===== config.mk =====
export PLATFORM = sky130hd
export DESIGN_NAME = xor_checked_packet_deframer_core
export DESIGN_NICKNAME = d
export VERILOG_FILES = /design/src/sv/xcpd_pkg.sv /design/src/sv/xcpd_ram.sv /design/src/sv/xcpd_dp.sv /design/src/sv/xcpd_ctrl.sv /design/src/sv/xor_checked_packet_deframer_core.sv
export SDC_FILE = /design/constraint.sdc
export NUM_CORES = 1
export LEC_CHECK = 0
export BUFFER_PORTS_ARGS = -buffer_cell sky130_fd_sc_hd__buf_2
export CAP_MARGIN = 20
export CORE_ASPECT_RATIO = 2
export CORE_MARGIN = 3
export CORE_UTILIZATION = 45
export DETAILED_ROUTE_END_ITERATION = 12
export PLACE_DENSITY_LB_ADDON = 0.08
export SETUP_SLACK_MARGIN = 0.2
export SLEW_MARGIN = 20
export SYNTH_ARGS = -nofsm -noshare
export SYNTH_HDL_FRONTEND = slang
export SYNTH_HIERARCHICAL = 1
export SYNTH_SLANG_ARGS = --single-unit
export TNS_END_PERCENT = 30

===== constraint.sdc =====
create_clock -name clk -period 6.4 [get_ports clk]
set_input_delay 0 -clock clk [delete_from_list [all_inputs] [get_ports clk]]
set_output_delay 0 -clock clk [all_outputs]
set_load 0.05 [all_outputs]

===== src/sv/xcpd_pkg.sv =====
// Shared constants and controller/datapath interface types for the packet deframer.
package xcpd_pkg;

  localparam int DEFAULT_PAYLOAD_DEPTH = 16;

  localparam logic [7:0] START_BYTE = 8'h24;
  localparam logic [7:0] CR_BYTE    = 8'h0D;
  localparam logic [7:0] LF_BYTE    = 8'h0A;

  // result status codes
  localparam logic [2:0] ST_PAYLOAD   = 3'd0;
  localparam logic [2:0] ST_EMPTY     = 3'd1;
  localparam logic [2:0] ST_TOO_LONG  = 3'd2;
  localparam logic [2:0] ST_BAD_SUM   = 3'd3;
  localparam logic [2:0] ST_BAD_CR    = 3'd4;
  localparam logic [2:0] ST_BAD_LF    = 3'd5;

  typedef struct packed {
    logic       take;
    logic       load_type;
    logic       load_len;
    logic       pay_write;
    logic       drain_start;
    logic       drain_next;
    logic       emit;
    logic [2:0] emit_code;
  } xcpd_cmd_t;

  typedef struct packed {
    logic rx_start;
    logic rx_too_long;
    logic rx_zero;
    logic pay_done;
    logic sum_ok;
    logic rx_cr;
    logic rx_lf;
    logic held_zero;
    logic drain_last;
    logic out_free;
  } xcpd_stat_t;

endpackage


===== src/sv/xcpd_ram.sv =====
// Generic single-write, single-read RAM with registered read data.
module xcpd_ram #(
  parameter int WIDTH = 8,
  parameter int DEPTH = 16,
  parameter int AW    = (DEPTH > 1) ? $clog2(DEPTH) : 1
) (
  input  logic             clk,
  input  logic             we,
  input  logic [AW-1:0]    waddr,
  input  logic [WIDTH-1:0] wdata,
  input  logic [AW-1:0]    raddr,
  output logic [WIDTH-1:0] rdata
);

  logic [WIDTH-1:0] mem [DEPTH];

  always_ff @(posedge clk) begin
    if (we) begin
      mem[waddr] <= wdata;
    end
    rdata <= mem[raddr];
  end

endmodule


===== src/sv/xcpd_dp.sv =====
// Deframer datapath: frame header registers, checksum, payload store and result register.
module xcpd_dp
  import xcpd_pkg::*;
#(
  parameter int PAYLOAD_DEPTH = DEFAULT_PAYLOAD_DEPTH
) (
  input  logic       clk,
  input  logic       rst,
  input  xcpd_cmd_t  cmd,
  output xcpd_stat_t stat,
  input  logic [7:0] rx_byte,
  output logic       res_valid,
  input  logic       res_stall,
  output logic [2:0] status,
  output logic [7:0] frame_type,
  output logic [7:0] frame_length,
  output logic [7:0] payload_byte,
  output logic [5:0] payload_index,
  output logic [7:0] got_byte,
  output logic [7:0] expected_byte,
  output logic       last
);

  localparam int AW = (PAYLOAD_DEPTH > 1) ? $clog2(PAYLOAD_DEPTH) : 1;
  localparam int CW = $clog2(PAYLOAD_DEPTH + 1);

  logic [7:0]    held_type;
  logic [7:0]    held_length;
  logic [CW-1:0] count;
  logic [7:0]    running_xor;
  logic [AW-1:0] drain_idx;
  logic [7:0]    rd_data;

  xcpd_ram #(
    .WIDTH (8),
    .DEPTH (PAYLOAD_DEPTH),
    .AW    (AW)
  ) u_store (
    .clk   (clk),
    .we    (cmd.pay_write),
    .waddr (count[AW-1:0]),
    .wdata (rx_byte),
    .raddr (drain_idx),
    .rdata (rd_data)
  );

  always_comb begin
    stat.rx_start    = (rx_byte == START_BYTE);
    stat.rx_too_long = (rx_byte > 8'(PAYLOAD_DEPTH));
    stat.rx_zero     = (rx_byte == 8'd0);
    stat.pay_done    = ((8'(count) + 8'd1) >= held_length);
    stat.sum_ok      = (rx_byte == running_xor);
    stat.rx_cr       = (rx_byte == CR_BYTE);
    stat.rx_lf       = (rx_byte == LF_BYTE);
    stat.held_zero   = (held_length == 8'd0);
    stat.drain_last  = ((8'(drain_idx) + 8'd1) == held_length);
    stat.out_free    = !res_valid || !res_stall;
  end

  always_ff @(posedge clk) begin
    if (rst) begin
      held_type   <= 8'd0;
      held_length <= 8'd0;
      count       <= '0;
      running_xor <= 8'd0;
      drain_idx   <= '0;
    end else begin
      if (cmd.load_type) begin
        held_type <= rx_byte;
      end
      if (cmd.load_len) begin
        held_length <= rx_byte;
        count       <= '0;
        running_xor <= 8'd0;
      end else if (cmd.pay_write) begin
        count       <= count + CW'(1);
        running_xor <= running_xor ^ rx_byte;
      end
      if (cmd.drain_start) begin
        drain_idx <= '0;
      end else if (cmd.drain_next) begin
        drain_idx <= drain_idx + AW'(1);
      end
    end
  end

  // result register; loaded only when the controller sees it free
  always_ff @(posedge clk) begin
    if (rst) begin
      res_valid <= 1'b0;
    end else if (cmd.emit) begin
      res_valid <= 1'b1;
    end else if (!res_stall) begin
      res_valid <= 1'b0;
    end
  end

  always_ff @(posedge clk) begin
    if (cmd.emit) begin
      status        <= cmd.emit_code;
      frame_type    <= held_type;
      frame_length  <= cmd.load_len ? rx_byte : held_length;
      payload_byte  <= 8'd0;
      payload_index <= 6'd0;
      got_byte      <= 8'd0;
      expected_byte <= 8'd0;
      last          <= 1'b1;
      case (cmd.emit_code)
        ST_PAYLOAD: begin
          payload_byte  <= rd_data;
          payload_index <= 6'(drain_idx);
          last          <= stat.drain_last;
        end
        ST_BAD_SUM: begin
          got_byte      <= rx_byte;
          expected_byte <= running_xor;
        end
        ST_BAD_CR: begin
          got_byte      <= rx_byte;
          expected_byte <= CR_BYTE;
        end
        ST_BAD_LF: begin
          got_byte      <= rx_byte;
          expected_byte <= LF_BYTE;
        end
        default: begin
        end
      endcase
    end
  end

endmodule


===== src/sv/xcpd_ctrl.sv =====
// Deframer controller: frame parsing state machine and payload drain sequencing.
module xcpd_ctrl
  import xcpd_pkg::*;
(
  input  logic       clk,
  input  logic       rst,
  input  logic       rx_valid,
  output logic       rx_stall,
  input  xcpd_stat_t stat,
  output xcpd_cmd_t  cmd
);

  localparam logic [3:0] S_HUNT0 = 4'd0;
  localparam logic [3:0] S_HUNT1 = 4'd1;
  localparam logic [3:0] S_TYPE  = 4'd2;
  localparam logic [3:0] S_LEN   = 4'd3;
  localparam logic [3:0] S_PAY   = 4'd4;
  localparam logic [3:0] S_SUM   = 4'd5;
  localparam logic [3:0] S_CR    = 4'd6;
  localparam logic [3:0] S_LF    = 4'd7;
  localparam logic [3:0] S_RD    = 4'd8;
  localparam logic [3:0] S_EMIT  = 4'd9;

  logic [3:0] state;
  logic [3:0] state_next;
  logic       draining;

  assign draining = (state == S_RD) || (state == S_EMIT);
  assign rx_stall = draining || !stat.out_free;

  always_comb begin
    state_next  = state;
    cmd         = '0;
    cmd.take    = rx_valid && !rx_stall;
    case (state)
      S_HUNT0: begin
        if (cmd.take && stat.rx_start) begin
          state_next = S_HUNT1;
        end
      end
      S_HUNT1: begin
        if (cmd.take) begin
          state_next = stat.rx_start ? S_TYPE : S_HUNT0;
        end
      end
      S_TYPE: begin
        if (cmd.take) begin
          cmd.load_type = 1'b1;
          state_next    = S_LEN;
        end
      end
      S_LEN: begin
        if (cmd.take) begin
          cmd.load_len = 1'b1;
          if (stat.rx_too_long) begin
            cmd.emit      = 1'b1;
            cmd.emit_code = ST_TOO_LONG;
            state_next    = S_HUNT0;
          end else if (stat.rx_zero) begin
            state_next = S_SUM;
          end else begin
            state_next = S_PAY;
          end
        end
      end
      S_PAY: begin
        if (cmd.take) begin
          cmd.pay_write = 1'b1;
          if (stat.pay_done) begin
            state_next = S_SUM;
          end
        end
      end
      S_SUM: begin
        if (cmd.take) begin
          if (stat.sum_ok) begin
            state_next = S_CR;
          end else begin
            cmd.emit      = 1'b1;
            cmd.emit_code = ST_BAD_SUM;
            state_next    = S_HUNT0;
          end
        end
      end
      S_CR: begin
        if (cmd.take) begin
          if (stat.rx_cr) begin
            state_next = S_LF;
          end else begin
            cmd.emit      = 1'b1;
            cmd.emit_code = ST_BAD_CR;
            state_next    = S_HUNT0;
          end
        end
      end
      S_LF: begin
        if (cmd.take) begin
          state_next = S_HUNT0;
          if (!stat.rx_lf) begin
            cmd.emit      = 1'b1;
            cmd.emit_code = ST_BAD_LF;
          end else if (stat.held_zero) begin
            cmd.emit      = 1'b1;
            cmd.emit_code = ST_EMPTY;
          end else begin
            cmd.drain_start = 1'b1;
            state_next      = S_RD;
          end
        end
      end
      S_RD: begin
        // store read address settles this cycle, data is valid in S_EMIT
        state_next = S_EMIT;
      end
      S_EMIT: begin
        if (stat.out_free) begin
          cmd.emit      = 1'b1;
          cmd.emit_code = ST_PAYLOAD;
          if (stat.drain_last) begin
            state_next = S_HUNT0;
          end else begin
            cmd.drain_next = 1'b1;
            state_next     = S_RD;
          end
        end
      end
      default: begin
        state_next = S_HUNT0;
      end
    endcase
  end

  always_ff @(posedge clk) begin
    if (rst) begin
      state <= S_HUNT0;
    end else begin
      state <= state_next;
    end
  end

endmodule


===== src/sv/xor_checked_packet_deframer_core.sv =====
// An error or empty-frame result is in the result register in the cycle after its byte is taken.
// Throughput: one received byte per cycle while parsing; input stalls while the result
//   register is full and stalled.
// After a good LF of a non-empty frame the payload drains from the store byte by byte (store
//   read, then result load), and input is held off until the last byte is loaded.
// Reset (rst, synchronous) returns the parser to start-byte hunt; the payload store is not cleared.
module xor_checked_packet_deframer_core
  import xcpd_pkg::*;
#(
  parameter int PAYLOAD_DEPTH = DEFAULT_PAYLOAD_DEPTH
) (
  input  logic       clk,
  input  logic       rst,
  input  logic       rx_valid,
  output logic       rx_stall,
  input  logic [7:0] rx_byte,
  output logic       res_valid,
  input  logic       res_stall,
  output logic [2:0] status,
  output logic [7:0] frame_type,
  output logic [7:0] frame_length,
  output logic [7:0] payload_byte,
  output logic [5:0] payload_index,
  output logic [7:0] got_byte,
  output logic [7:0] expected_byte,
  output logic       last
);

  xcpd_cmd_t  cmd;
  xcpd_stat_t stat;

  xcpd_ctrl u_ctrl (
    .clk      (clk),
    .rst      (rst),
    .rx_valid (rx_valid),
    .rx_stall (rx_stall),
    .stat     (stat),
    .cmd      (cmd)
  );

  xcpd_dp #(
    .PAYLOAD_DEPTH (PAYLOAD_DEPTH)
  ) u_dp (
    .clk           (clk),
    .rst           (rst),
    .cmd           (cmd),
    .stat          (stat),
    .rx_byte       (rx_byte),
    .res_valid     (res_valid),
    .res_stall     (res_stall),
    .status        (status),
    .frame_type    (frame_type),
    .frame_length  (frame_length),
    .payload_byte  (payload_byte),
    .payload_index (payload_index),
    .got_byte      (got_byte),
    .expected_byte (expected_byte),
    .last          (last)
  );

`ifndef SYNTHESIS
  // a full, stalled result register must hold off new bytes
  assert property (@(posedge clk) disable iff (rst)
    (res_valid && res_stall) |-> rx_stall)
    else $error("byte taken while result register blocked");

  assert property (@(posedge clk) disable iff (rst)
    res_valid |-> (status <= ST_BAD_LF))
    else $error("undefined status code");

  assert property (@(posedge clk) disable iff (rst)
    (res_valid && (status != ST_PAYLOAD)) |-> last)
    else $error("error or empty result without last");

  assert property (@(posedge clk) disable iff (rst)
    (res_valid && (status == ST_PAYLOAD)) |->
      ((7'(payload_index) < 7'(PAYLOAD_DEPTH)) && (8'(payload_index) < frame_length)))
    else $error("payload index out of frame");
`endif

endmodule


# Word-level counts from Yosys, hierarchy flattened
# Memories as Yosys holds them, arrays and structs flattened. A register that Yosys moved wholly into a read port is not among the register bits.
# Cells that the tools add are included.
# Widths: inputs -> output; s select.
dict set report op_classes {
  bitwise 1
  reduce_logical 17
  n_addsub 4
  order_cmp 2
  eq_ne 28
  mux 46
}
# operator count
set ops {}
lappend ops {{$mux 4} 22}
lappend ops {{$pmux 4 s10} 1}
lappend ops {{$pmux 8 s3} 1}
lappend ops {{$pmux 4 s5} 1}
lappend ops {{$eq 4x3->1 const B} 4}
lappend ops {{$eq 8x4->1 const B} 2}
lappend ops {{$eq 8x8->1} 2}
lappend ops {{$logic_not 8->1} 2}
lappend ops {{$ne 2x2->1 const B} 8}
lappend ops {{$mux 1} 15}
lappend ops {{$reduce_and 10->1} 1}
lappend ops {{$mux 3} 3}
lappend ops {{$eq 4x2->1 const B} 2}
lappend ops {{$eq 4x4->1 const B} 2}
lappend ops {{$eq 8x6->1 const B} 1}
lappend ops {{$ge 8x8->1} 1}
lappend ops {{$gt 8x5->1 const B} 1}
lappend ops {{$mux 8} 1}
lappend ops {{$xor 8x8->8} 1}
lappend ops {{$add 5x1->6 const B} 1}
lappend ops {{$eq 3x3->1 const B} 2}
lappend ops {{$ne 2x1->1 const B} 3}
lappend ops {{$add 4x1->5 const B} 1}
lappend ops {{$add 5x1->5 const B} 1}
lappend ops {{12 further kinds} 19}
dict set report totals {
  in_bits 12
  mem_bits_rw 128
  register_bits 88
  output_inout_bits 52
  word_cells 115
  n_memories 1
}
# memory depth word_bits read_ports rd_ports_with_merged_regs write_ports line
set mem_list {}
lappend mem_list {u_dp.u_store.mem 16 8 1 1 1 xcpd_ram.sv:15} ;# logic [WIDTH-1:0] mem [DEPTH];

# Logic depth before layout (Yosys ltp)
dict set report depth {
  word_depth 10
  mapped_depth 11
  depth_no_buf 11
}

# Cells and area by module
# The synthesis kept the hierarchy.
# module cells_each seq_area_each_um2 instances area_per_inst_um2
set by_module_without_submodules {}
lappend by_module_without_submodules {xcpd_ram 229 4003.8 1 5147.4}
lappend by_module_without_submodules {xcpd_dp 295 2122.0 1 3475.8}
lappend by_module_without_submodules {xcpd_ctrl 71 80.1 1 508.0}

# Worst setup path after synthesis
# No wires, ideal clock.
dict set report synth_timing {
  kind {reg2reg}
  start {reg u_dp.res_valid}
  end {reg u_dp.expected_byte[0], enable pin}
  path_stages_with_launch 6
  period_less_slack_ns 3.570
  n_path_buf 0
  required_ns 5.581
  path_slack_ns 2.830
  arrival_ns 2.751
  path_cell_list {dfxtp_1 > nand2_1 > and4b_1 > nand2_1 > a311oi_2 > nand4b_1}
}
# item line
set synth_lines {}
lappend synth_lines {{start, declared} xcpd_dp.sv:12} ;# output logic res_valid,
lappend synth_lines {{start signal, assigned} xcpd_dp.sv:90} ;# res_valid <= 1'b0;
lappend synth_lines {{start signal, assigned} xcpd_dp.sv:92} ;# res_valid <= 1'b1;
lappend synth_lines {{start signal, assigned} xcpd_dp.sv:94} ;# res_valid <= 1'b0;
lappend synth_lines {{end signal, assigned} xcpd_dp.sv:116} ;# expected_byte <= running_xor;
lappend synth_lines {{end, declared} xcpd_dp.sv:20} ;# output logic [7:0] expected_byte,

==> flow_metrics.tcl <==
set metrics [dict create \
    post-dp-hpwl_um 13800 \
    fin_skew_ns 0.00740 \
    cts_made_buffers 21 \
    leakage_nw 3.48 \
    finalCritPeriodShare_pct 48.6 \
    critPathRequiredTime_ns 6.52 \
    io_buffers 61 \
    vias 5133 \
    dieArea_um2 22100 \
    initial_core_util_pct 45.8 \
    synth.cell_area_um2 9130 \
    htree_num_levels 1 \
    fin_crit_ns 3.11 \
    drv_cap 0 \
    place_area_um2 9650 \
    hold_path_class "input port to register" \
    grt_util_met2_pct 36.8 \
    grt_overflow_total 0 \
    wl_um 20700 \
    fp.dieH_um 207 \
    fin_ws_ns 3.29 \
    r2r_slack_ns 3.29 \
    status "finished, final reports clean" \
    stdcell_count 938 \
    area_delta_synth_final_pct 13.7 \
    rsz0062_at_grt "no" \
    finish.utilization_pct 52.1 \
    antenna_found_initial 0 \
    cts_resized 0 \
    path_class "register to register" \
    place_ws_ns 3.05 \
    nNetsFinal 682 \
    antenna_cells 0 \
    cts_tree "built" \
    holdWs_ns 0.0175 \
    max-vdd-ir-drop_v 0.000228 \
    finalMaxSlewViolations 0 \
    routedWlPerCell_um 22.1 \
    hold_violations 0 \
    core_um2 19900 \
    use_met3_pct 2.24 \
    cts_buffer_depth 3 \
    setup_viol 0 \
    synth.avg_cell_area_um2 15.4 \
    nFillCells 1761 \
    grt_pass1_wl_um 32000 \
    die_w_um 107 \
    grt-busiest-layer "met2" \
    final_area_um2 10400 \
    slew_headroom_pct 35.0 \
    yosysWarnings 6 \
    dr.pass1.iters 4 \
    synth_cells 594 \
    ios 64 \
    worst_slew_pin_slew_ns 0.971 \
    viasPerCell 5.47 \
    max_freq_mhz 322 \
    antenna_left 0 \
    grt_max_degree 38 \
    clkTransAtPathRegs_ns 0.06 \
    fin_setup_tns_ns 0 \
    drt_iter0_markers 261 \
    root_buffer "clkbuf_16" \
    critPathMaxFanout 17 \
    layout-drive-gt1-share_pct 20.6 \
    p_per_area_nw_per_um2 331 \
    gp_congestion 0.782 \
    std_cell_rows 73 \
    cts.sinks 222 \
    dp_cells 897 \
    use_met1_pct 21.1 \
    critical_path_arrival_ns 3.23 \
    clock_latency_ns 0.49 \
    drc_errors 0 \
    endpoint_kind "register" \
    multiInputGateArea_um2 2710 \
    cp-start-kind "register" \
    grt_pass1_vias 5332 \
    seqCellArea_um2 6210 \
    finalPower_mw 3.44 \
    grt_usage_pct 19.2 \
]
==> area by class of cell <==
type                    count  area share [%]
flip-flops and latches    222            59.8
multi-input cells         335            26.1
clock buffers              26            5.24
repair buffers             75            4.05
well taps                 262            3.16
clock inverters            11            1.35
inverters                   7           0.253
==> path summary, 6_finish.rpt <==
path,start,endpoint,cells past startpoint
setup / recovery,u_ctrl/state[2],u_dp/u_store/mem[2][4],6
hold / removal,rx_byte[7],u_dp/u_store/mem[2][7],1
setup reg to reg,u_ctrl/state[2],u_dp/u_store/mem[2][4],6
hold reg to reg,u_dp/held_type[0],u_dp/frame_type[0],0
==> sequential cells by signal, summed over array words and instances, names as in the netlist, 3 cells and up <==
register and count:
u_dp/running_xor 8, u_dp/held_type 8, u_dp/u_store/mem 128, u_dp/drain_idx 4, u_dp/frame_length 8, u_dp/expected_byte 8, u_dp/u_store/rdata 8, u_dp/held_length 8
u_dp/status 3, u_dp/got_byte 8, u_dp/count 5, u_dp/frame_type 8, u_dp/payload_index 4, u_ctrl/state 4, u_dp/payload_byte 8
==> worst max-delay path, stage by stage, from the launching register on <==
cell and delay (ns):
dfxtp_1 0.67, or2b_1 0.30, or2_1 0.23, nor3_1 0.16, buf_4 0.26, or3b_2 0.52
nor2_1 0.60
==> metal layers <==
metal | share of wire [%] | vias up | routed length, µm
met4 | 3.3 | 0 | 680
met3 | 3.4 | 43 | 704
met2 | 58 | 121 | 12000
met5 | 0 | - | 0
met1 | 35 | 2594 | 7320
li1 | - | 2375 | -
==> power breakdown <==
part,total (mW),switching [mW],internal [mW]
sequential,1.71,0.0654,1.65
clock,1.24,0.508,0.729
combinational,0.485,0.342,0.143
==> placed cells by master (no fill, tap or decap), drive strengths merged, types with 15 or more instances in the layout <==
cell	n
xor2	16
clkbuf	26
xnor2	15
nor2	52
mux4	32
dfxtp	46
a22oi	16
nand2	39
and2	25
buf	71
edfxtp	176
nor3	16
==> what timing repair did <==
action / 4_1_cts / 5_1_grt
buffers inserted: 0 / 0
hold buffers: 4 / 0
endpoints found under the hold margin: 17 / 0
(Power assumes the default switching activity.)
